**config.mk**
```make
export PLATFORM = sky130hd
export DESIGN_NAME = straight_alpha_over_blend
export DESIGN_NICKNAME = d
export VERILOG_FILES = /design/src/rtl/core/sab_pkg.sv /design/src/rtl/core/straight_alpha_over_blend.sv /design/src/rtl/core/sab_weight.sv /design/src/rtl/core/sab_mix.sv /design/src/rtl/core/sab_div.sv
export SDC_FILE = /design/constraint.sdc
export NUM_CORES = 2
export LEC_CHECK = 0
export ABC_AREA = 1
export BUFFER_PORTS_ARGS = -buffer_cell sky130_fd_sc_hd__buf_4
export CAP_MARGIN = 10
export CORE_ASPECT_RATIO = 0.75
export CORE_MARGIN = 4
export CORE_UTILIZATION = 65
export CTS_BUF_LIST = sky130_fd_sc_hd__clkbuf_4 sky130_fd_sc_hd__clkbuf_8
export DETAILED_ROUTE_END_ITERATION = 12
export HOLD_SLACK_MARGIN = 0.03
export PLACE_DENSITY = 0.9
export SYNTH_ARGS = -nofsm -noshare
export SYNTH_HDL_FRONTEND = slang
export SYNTH_SLANG_ARGS = --single-unit
```
**constraint.sdc**
```tcl
create_clock -name clk -period 55.9 [get_ports clk]
set_input_delay 5.59 -clock clk [delete_from_list [all_inputs] [get_ports clk]]
set_output_delay 5.59 -clock clk [all_outputs]
set_load 0.02 [all_outputs]
```
**src/rtl/core/sab_pkg.sv**
```systemverilog
// Shared types and constants for the straight-alpha over blend pipeline.
package sab_pkg;

	localparam int CH_W     = 8;
	localparam int NUM_CH   = 3;
	localparam int CH_RED   = 0;
	localparam int CH_GREEN = 1;
	localparam int CH_BLUE  = 2;
	localparam int PROD_W   = 2 * CH_W;
	localparam int NUM_W    = PROD_W + 1;
	localparam int DEN_W    = CH_W + 1;
	localparam int DIV_BITS = CH_W;
	// Weight stages, product stage, sum stage, divider stages, output register.
	localparam int PIPE_LAT = DIV_BITS + 5;

	localparam logic [CH_W-1:0]   FULL_SCALE = 8'd255;
	localparam logic [PROD_W-1:0] ROUND_BIAS = 16'd127;

	typedef struct packed {
		logic [CH_W-1:0] src_red;
		logic [CH_W-1:0] src_green;
		logic [CH_W-1:0] src_blue;
		logic [CH_W-1:0] src_alpha;
		logic [CH_W-1:0] dst_red;
		logic [CH_W-1:0] dst_green;
		logic [CH_W-1:0] dst_blue;
		logic [CH_W-1:0] dst_alpha;
	} pixel_in_t;

	typedef struct packed {
		logic [CH_W-1:0] out_red;
		logic [CH_W-1:0] out_green;
		logic [CH_W-1:0] out_blue;
		logic [CH_W-1:0] out_alpha;
	} pixel_out_t;

	typedef struct packed {
		pixel_in_t       pix;
		logic [CH_W-1:0] w2;
		logic [CH_W-1:0] wsum;
	} weight_t;

	typedef struct packed {
		logic                         use_div;
		logic [NUM_CH-1:0][CH_W-1:0] pass;
		logic [CH_W-1:0]             alpha;
	} side_t;

	typedef struct packed {
		logic [NUM_CH-1:0][NUM_W-1:0] num;
		logic [DEN_W-1:0]             den;
		side_t                        side;
	} mix_t;

endpackage

```
**src/rtl/core/straight_alpha_over_blend.sv**
```systemverilog
// Top level of the straight-alpha over blend pipeline.
//
//   channel | valid       | stall       | payload
//   --------+-------------+-------------+--------------------------------
//   pixel   | pix_valid   | pix_stall   | pix   (fg and bg RGBA, 8b each)
//   result  | blend_valid | blend_stall | blend (composited RGBA, 8b each)
//
// One pixel enters per clock unless pix_stall is high; each beat goes through the
// weight, product and sum stages, the divider and the output register. The depth is
// set by the 8-stage divider, one quotient bit per stage, behind four weight and
// product stages. All stages advance together; pix_stall rises only while a result
// beat is held by blend_stall, and no beat is dropped or repeated.
// Reset clears only the valid bits; there is no clearing pass.
module straight_alpha_over_blend (
	input  logic                 clk,
	input  logic                 arst_n,
	input  logic                 pix_valid,
	output logic                 pix_stall,
	input  sab_pkg::pixel_in_t   pix,
	output logic                 blend_valid,
	input  logic                 blend_stall,
	output sab_pkg::pixel_out_t  blend
);
	import sab_pkg::*;

	logic                adv;
	logic                wt_valid;
	weight_t             wt;
	logic                mix_valid;
	mix_t                mix;
	logic [DIV_BITS-1:0] quo [NUM_CH];

	logic                valid_s [DIV_BITS];
	side_t               side_s  [DIV_BITS];
	logic                blend_valid_q;
	pixel_out_t          blend_q;
	pixel_out_t          blend_next;
	side_t               side_last;

	assign adv       = !(blend_valid_q && blend_stall);
	assign pix_stall = !adv;

	sab_weight u_weight (
		.clk       (clk),
		.arst_n    (arst_n),
		.adv       (adv),
		.pix_valid (pix_valid),
		.pix       (pix),
		.wt_valid  (wt_valid),
		.wt        (wt)
	);

	sab_mix u_mix (
		.clk       (clk),
		.arst_n    (arst_n),
		.adv       (adv),
		.wt_valid  (wt_valid),
		.wt        (wt),
		.mix_valid (mix_valid),
		.mix       (mix)
	);

	for (genvar c = 0; c < NUM_CH; c++) begin : g_div
		sab_div u_div (
			.clk (clk),
			.adv (adv),
			.num (mix.num[c]),
			.den (mix.den),
			.quo (quo[c])
		);
	end

	// The pass-through colors and alpha ride alongside the divider stages.
	always_ff @(posedge clk or negedge arst_n) begin
		if (!arst_n) begin
			for (int k = 0; k < DIV_BITS; k++) begin
				valid_s[k] <= 1'b0;
			end
			blend_valid_q <= 1'b0;
		end else if (adv) begin
			valid_s[0] <= mix_valid;
			for (int k = 1; k < DIV_BITS; k++) begin
				valid_s[k] <= valid_s[k-1];
			end
			blend_valid_q <= valid_s[DIV_BITS-1];
		end
	end

	always_ff @(posedge clk) begin
		if (adv) begin
			side_s[0] <= mix.side;
			for (int k = 1; k < DIV_BITS; k++) begin
				side_s[k] <= side_s[k-1];
			end
			blend_q <= blend_next;
		end
	end

	assign side_last = side_s[DIV_BITS-1];

	always_comb begin
		blend_next.out_red   = side_last.use_div ? quo[CH_RED]   : side_last.pass[CH_RED];
		blend_next.out_green = side_last.use_div ? quo[CH_GREEN] : side_last.pass[CH_GREEN];
		blend_next.out_blue  = side_last.use_div ? quo[CH_BLUE]  : side_last.pass[CH_BLUE];
		blend_next.out_alpha = side_last.alpha;
	end

	assign blend_valid = blend_valid_q;
	assign blend       = blend_q;

endmodule

```
**src/rtl/core/sab_weight.sv**
```systemverilog
// Background weight and output alpha, two pipeline stages.
module sab_weight (
	input  logic                clk,
	input  logic                arst_n,
	input  logic                adv,
	input  logic                pix_valid,
	input  sab_pkg::pixel_in_t  pix,
	output logic                wt_valid,
	output sab_pkg::weight_t    wt
);
	import sab_pkg::*;

	logic              valid_s1;
	pixel_in_t         pix_s1;
	logic [PROD_W-1:0] prod_s1;
	logic              valid_s2;
	weight_t           wt_s2;

	logic [CH_W-1:0]   inv;
	logic [PROD_W:0]   biased;
	logic [PROD_W:0]   folded;
	logic [CH_W-1:0]   w2;
	logic [CH_W:0]     wsum;

	assign inv = FULL_SCALE - pix.src_alpha;

	// Rounded division by 255: floor((x + 127) / 255), done as y + (y >> 8) + 1, then >> 8.
	assign biased = (PROD_W+1)'(prod_s1) + (PROD_W+1)'(ROUND_BIAS);
	assign folded = biased + (biased >> CH_W) + (PROD_W+1)'(1);
	assign w2     = folded[CH_W +: CH_W];
	assign wsum   = {1'b0, pix_s1.src_alpha} + {1'b0, w2};

	always_ff @(posedge clk or negedge arst_n) begin
		if (!arst_n) begin
			valid_s1 <= 1'b0;
			valid_s2 <= 1'b0;
		end else if (adv) begin
			valid_s1 <= pix_valid;
			valid_s2 <= valid_s1;
		end
	end

	always_ff @(posedge clk) begin
		if (adv) begin
			pix_s1      <= pix;
			prod_s1     <= PROD_W'(pix.dst_alpha) * PROD_W'(inv);
			wt_s2.pix   <= pix_s1;
			wt_s2.w2    <= w2;
			wt_s2.wsum  <= wsum[CH_W] ? FULL_SCALE : wsum[CH_W-1:0];
		end
	end

	assign wt_valid = valid_s2;
	assign wt       = wt_s2;

endmodule

```
**src/rtl/core/sab_mix.sv**
```systemverilog
// Per-channel weighted products and the rounded dividend, two pipeline stages.
module sab_mix (
	input  logic              clk,
	input  logic              arst_n,
	input  logic              adv,
	input  logic              wt_valid,
	input  sab_pkg::weight_t  wt,
	output logic              mix_valid,
	output sab_pkg::mix_t     mix
);
	import sab_pkg::*;

	logic              valid_s3;
	logic [PROD_W-1:0] prod_fg_s3 [NUM_CH];
	logic [PROD_W-1:0] prod_bg_s3 [NUM_CH];
	side_t             side_s3;
	logic              valid_s4;
	mix_t              mix_s4;

	logic [CH_W-1:0]   fg [NUM_CH];
	logic [CH_W-1:0]   bg [NUM_CH];
	side_t             side;
	logic [NUM_W:0]    dividend [NUM_CH];

	assign fg[CH_RED]   = wt.pix.src_red;
	assign fg[CH_GREEN] = wt.pix.src_green;
	assign fg[CH_BLUE]  = wt.pix.src_blue;
	assign bg[CH_RED]   = wt.pix.dst_red;
	assign bg[CH_GREEN] = wt.pix.dst_green;
	assign bg[CH_BLUE]  = wt.pix.dst_blue;

	// A transparent foreground passes the background color; a zero background
	// weight passes the foreground color. Only the rest needs the divider.
	always_comb begin
		side.use_div = (wt.pix.src_alpha != '0) && (wt.w2 != '0);
		side.alpha   = wt.wsum;
		for (int c = 0; c < NUM_CH; c++) begin
			side.pass[c] = (wt.pix.src_alpha == '0) ? bg[c] : fg[c];
		end
	end

	// Dividend is 2 * (fg * a + bg * w2) + wsum, so that the quotient by 2 * wsum
	// rounds half up.
	always_comb begin
		for (int c = 0; c < NUM_CH; c++) begin
			dividend[c] = ((NUM_W+1)'(prod_fg_s3[c]) + (NUM_W+1)'(prod_bg_s3[c])) << 1;
			dividend[c] = dividend[c] + (NUM_W+1)'(side_s3.alpha);
		end
	end

	always_ff @(posedge clk or negedge arst_n) begin
		if (!arst_n) begin
			valid_s3 <= 1'b0;
			valid_s4 <= 1'b0;
		end else if (adv) begin
			valid_s3 <= wt_valid;
			valid_s4 <= valid_s3;
		end
	end

	always_ff @(posedge clk) begin
		if (adv) begin
			for (int c = 0; c < NUM_CH; c++) begin
				prod_fg_s3[c] <= PROD_W'(fg[c]) * PROD_W'(wt.pix.src_alpha);
				prod_bg_s3[c] <= PROD_W'(bg[c]) * PROD_W'(wt.w2);
				mix_s4.num[c] <= dividend[c][NUM_W-1:0];
			end
			side_s3     <= side;
			mix_s4.den  <= {side_s3.alpha, 1'b0};
			mix_s4.side <= side_s3;
		end
	end

	assign mix_valid = valid_s4;
	assign mix       = mix_s4;

endmodule

```
**src/rtl/core/sab_div.sv**
```systemverilog
// Pipelined restoring divider, one quotient bit per stage.
module sab_div (
	input  logic                          clk,
	input  logic                          adv,
	input  logic [sab_pkg::NUM_W-1:0]     num,
	input  logic [sab_pkg::DEN_W-1:0]     den,
	output logic [sab_pkg::DIV_BITS-1:0]  quo
);
	import sab_pkg::*;

	logic [NUM_W-1:0]    rem_s [DIV_BITS];
	logic [DEN_W-1:0]    den_s [DIV_BITS];
	logic [DIV_BITS-1:0] quo_s [DIV_BITS];

	logic [NUM_W-1:0]    rem_in [DIV_BITS];
	logic [DEN_W-1:0]    den_in [DIV_BITS];
	logic [DIV_BITS-1:0] quo_in [DIV_BITS];
	logic [NUM_W-1:0]    dsh    [DIV_BITS];
	logic                take   [DIV_BITS];

	always_comb begin
		rem_in[0] = num;
		den_in[0] = den;
		quo_in[0] = '0;
		for (int k = 1; k < DIV_BITS; k++) begin
			rem_in[k] = rem_s[k-1];
			den_in[k] = den_s[k-1];
			quo_in[k] = quo_s[k-1];
		end
		// Stage k settles quotient bit DIV_BITS-1-k.
		for (int k = 0; k < DIV_BITS; k++) begin
			dsh[k]  = NUM_W'(den_in[k]) << (DIV_BITS - 1 - k);
			take[k] = rem_in[k] >= dsh[k];
		end
	end

	always_ff @(posedge clk) begin
		if (adv) begin
			for (int k = 0; k < DIV_BITS; k++) begin
				rem_s[k] <= take[k] ? rem_in[k] - dsh[k] : rem_in[k];
				den_s[k] <= den_in[k];
				quo_s[k] <= {quo_in[k][DIV_BITS-2:0], take[k]};
			end
		end
	end

	assign quo = quo_s[DIV_BITS-1];

endmodule

```
==> flow_metrics.py <==
metrics = {
    "cts": {
        "cts_setup_buffers": 0,
        "hold_buffers_post_cts": 0,
        "cts_buffers": 166,
        "ctsResizeCount": 0,
        "clock_net_sink_count": 1107,
        "clk_pin_slew_worst_paths_ps": 60,
        "clock_tree.buffer_depth": 3,
        "worstSkewPairLatency_ps": 910,
        "htreeDepth": 4,
        "tritoncts": "built",
        "clockRootBuffer": "clkbuf_8",
    },
    "grt": {
        "grt_total_usage_pct": 27.0,
        "wire_length_of_the_first_global_routing_pass_um": 227000,
        "grt_start_max_net_pins": 203,
        "gr-total-overflow": 0,
        "grt_antenna_before_repair": 6,
        "number_of_global_route_vias_before_repair": 44200,
    },
    "placement": {
        "dp_hpwl_um": 104000,
        "port_buffers": 101,
        "routabilityCongestion": 0.903,
    },
    "synth": {
        "post_synth.cell_area_avg_um2": 10.9,
        "dominantRegCellSynth": "edfxtp_1",
        "synth_warnings": 0,
        "yosys.cell_types.count": 75,
        "synth_edf_count": 1094,
        "mapped_cells": 6022,
        "synth_sequential_area_ratio_pct": 50.8,
        "synthArstFlopShare_pct": 1.17,
        "synthesis.nets": 6891,
        "netlist_area_um2": 65400,
        "ys_seq_elements": 1107,
    },
    "final_layout": {
        "count_of_nets_after_finishing": 7054,
        "post_route_cells_drive_above_1_share_pct": 8.59,
        "num-fill-cells": 6344,
        "multi_input_comb_area_um2": 27900,
        "area.sequential_um2": 33200,
        "synthToLayoutAreaGrowth_pct": 8.29,
    },
    "critical_path": {
        "r2r-end": "u_mix.prod_bg_s3[0][14]$_DFFE_PN_",
        "critical_path.cell_chain": "buf_4, nand2_4, inv_1, buf_4",
        "setup.worst_path.start": "blend_stall",
        "cp.required_ps": 50310,
        "worst_path_largest_cell_delay_ps": 570,
        "slowest_stage_cell_on_the_critical_path": "nand2_4",
        "critical_path_destination": "pix_stall",
        "crit_path_frequent_cell": "buf_4",
        "timing.critical_path.to_type": "output pin",
        "regToRegStartpoint": "u_weight.wt[11]$_DFFE_PN_",
        "crit_path_start_kind": "primary input",
        "worstRegToRegCells": 17,
        "r2r_slack_ps": 50350,
        "crit_fanout": 65,
        "worst-endpoint-arrival_ps": 6910,
        "worstSetupPathType": "in -> out",
    },
    "timing": {
        "max-slew-margin-rel_pct": 19.4,
        "timing.final.crit_period_ps": 12500,
        "slew_violations": 0,
        "maxClockFrequency_mhz": 80.0,
        "worst_slew_pin_slew_ps": 1210,
        "timing.final.setup_violations": 0,
        "rsz_0062_raised_after_global_routing": "false",
        "timing.setup.tns_ps": 0,
        "timing.final.crit_share_pct": 22.4,
        "hold_ws_ps": 414,
        "clock_skew_ps": 44.9,
        "final_hold_viol_count": 0,
    },
    "floorplanning": {
        "initial_core_util_pct": 65.7,
        "floorplan.io_pins": 102,
        "fp.dieH_um": 283,
        "floorplan.rows": 100,
        "floorplan.die_area_um2": 106000,
        "floorplan.die.width_um": 374,
        "core_area_um2": 99500,
    },
    "flow_run": {
        "number_of_violations_of_the_max_capacitance_limit": 0,
    },
    "hold_path": {
        "hold_class": "reg -> reg",
    },
    "routing": {
        "wl_per_cell_um": 18.6,
        "total_wirelength_of_the_detailed_routed_design_um": 142000,
        "detailroute.via_count": 43900,
        "dr_vias_cell": 5.76,
        "detail-route-antenna-nets": 0,
        "drt_pre_antenna_iters": 7,
        "drt_iter0_markers": 4579,
        "drcViolationCount": 0,
    },
    "run_status": {
        "status": "completed",
    },
}
cell usage after synthesis (all sizes together) (67+ instances only):
cell | n | area (um2)
nor3 | 67 | 367
xnor2 | 109 | 962
a21oi | 315 | 1610
clkbuf | 94 | 353
xor2 | 231 | 2090
nand3 | 180 | 996
fa | 280 | 5610
edfxtp | 1094 | 32900
o21ai | 247 | 1270
nand2 | 1180 | 4510
nor2 | 353 | 1480
inv | 994 | 3730
ha | 521 | 6520
layer usage:
layer  vias to the layer above  part of all wire (%)  global-route usage (%)
met5                         -                     0                       0
met4                         0                   4.1                    11.7
met3                       485                   9.6                    5.92
met2                      2225                    47                    43.9
li1                      20500                     -                       -
met1                     20800                    40                    35.6
sequential cells by signal (all words and copies together), names as in the netlist:
| name | count |
|---|---|
| g_div.u_div.rem_s | 341 |
| side_s | 259 |
| g_div.u_div.quo_s | 108 |
| u_mix.mix | 81 |
| u_weight.wt | 72 |
| u_weight.pix_s1 | 56 |
| u_mix.prod_bg_s3 | 48 |
| u_mix.prod_fg_s3 | 48 |
| u_mix.side_s3 | 33 |
| blend | 32 |
| u_weight.prod_s1 | 16 |
| valid_s | 8 |
| blend_valid | 1 |
| u_mix.mix_valid | 1 |
| u_mix.valid_s3 | 1 |
| u_weight.valid_s1 | 1 |
| u_weight.wt_valid | 1 |
cell families after synthesis:
group	after synthesis	synth area share (%)
buf+inv	1125	6.60
compound gates	707	6.17
simple gates	1890	12.4
mux	52	0.896
fa+ha+maj	801	18.5
xor+xnor	340	4.68
flops	1107	50.8
metrics by stage:
step | std cells | setup WS (ps) | util (%) | cell area, um2
floorplan | 6022 | 18420 | - | 65400
global placement | 7343 | 43370 | 67.8 | 67400
detailed placement | 7343 | 43350 | 67.8 | 67400
CTS | 7632 | 43350 | 71.2 | 70800
global route | 7633 | 43240 | 71.2 | 70800
finish | 7635 | 43400 | 71.2 | 70800
final cells by class:
class / count / area share (%)
Multi-Input combinational cell: 3790 / 39.4
Antenna cell: 3 / 0.0106
Sequential cell: 1107 / 46.9
Clock buffer: 204 / 3.63
Timing Repair Buffer: 123 / 1.36
Inverter: 997 / 5.29
Tap cell: 1326 / 2.34
Clock inverter: 85 / 1.11
worst max-delay path, delay by kind of cell:
family	cells	cell delay (ps)
buffers and inverters	3	740
AND/OR/NAND/NOR	1	570
worst min path at each step:
stage,from,endpoint,slack (ps),cells past startpoint
after global placement,u_mix.side_s3[32]$_DFFE_PN_,u_mix.mix[32]$_DFFE_PN_,400,0
after detailed placement,side_s[1][101]$_DFFE_PN_,blend[2]$_DFFE_PN_,400,0
after CTS,u_mix.side_s3[0]$_DFFE_PN_,u_mix.mix[0]$_DFFE_PN_,410,0
final,side_s[1][17]$_DFFE_PN_,side_s[1][50]$_DFFE_PN_,410,0
after global routing,side_s[0][58]$_DFFE_PN_,side_s[0][91]$_DFFE_PN_,420,0
after floorplan,g_div[1].u_div.rem_s[1][51]$_DFFE_PN_,blend[0]$_DFFE_PN_,400,0
placed cells by master (no fill, tap or decap), types with 62 or more instances in the layout:
cell / netlist / routed
a21oi_1: 309 / 309
nor3_1: 62 / 62
o21ai_1: 63 / 63
xor2_1: 226 / 226
edfxtp_1: 1094 / 1094
nor2_1: 321 / 321
clkbuf_8: 0 / 166
fa_1: 280 / 280
xnor2_1: 108 / 108
nand3_1: 167 / 167
nand2_1: 1152 / 1151
ha_1: 521 / 521
o21ai_0: 175 / 175
buf_4: 11 / 120
inv_1: 980 / 980
Power is not shown: default switching activity piles up to over one toggle a cycle in this logic, so the estimate is an artifact.
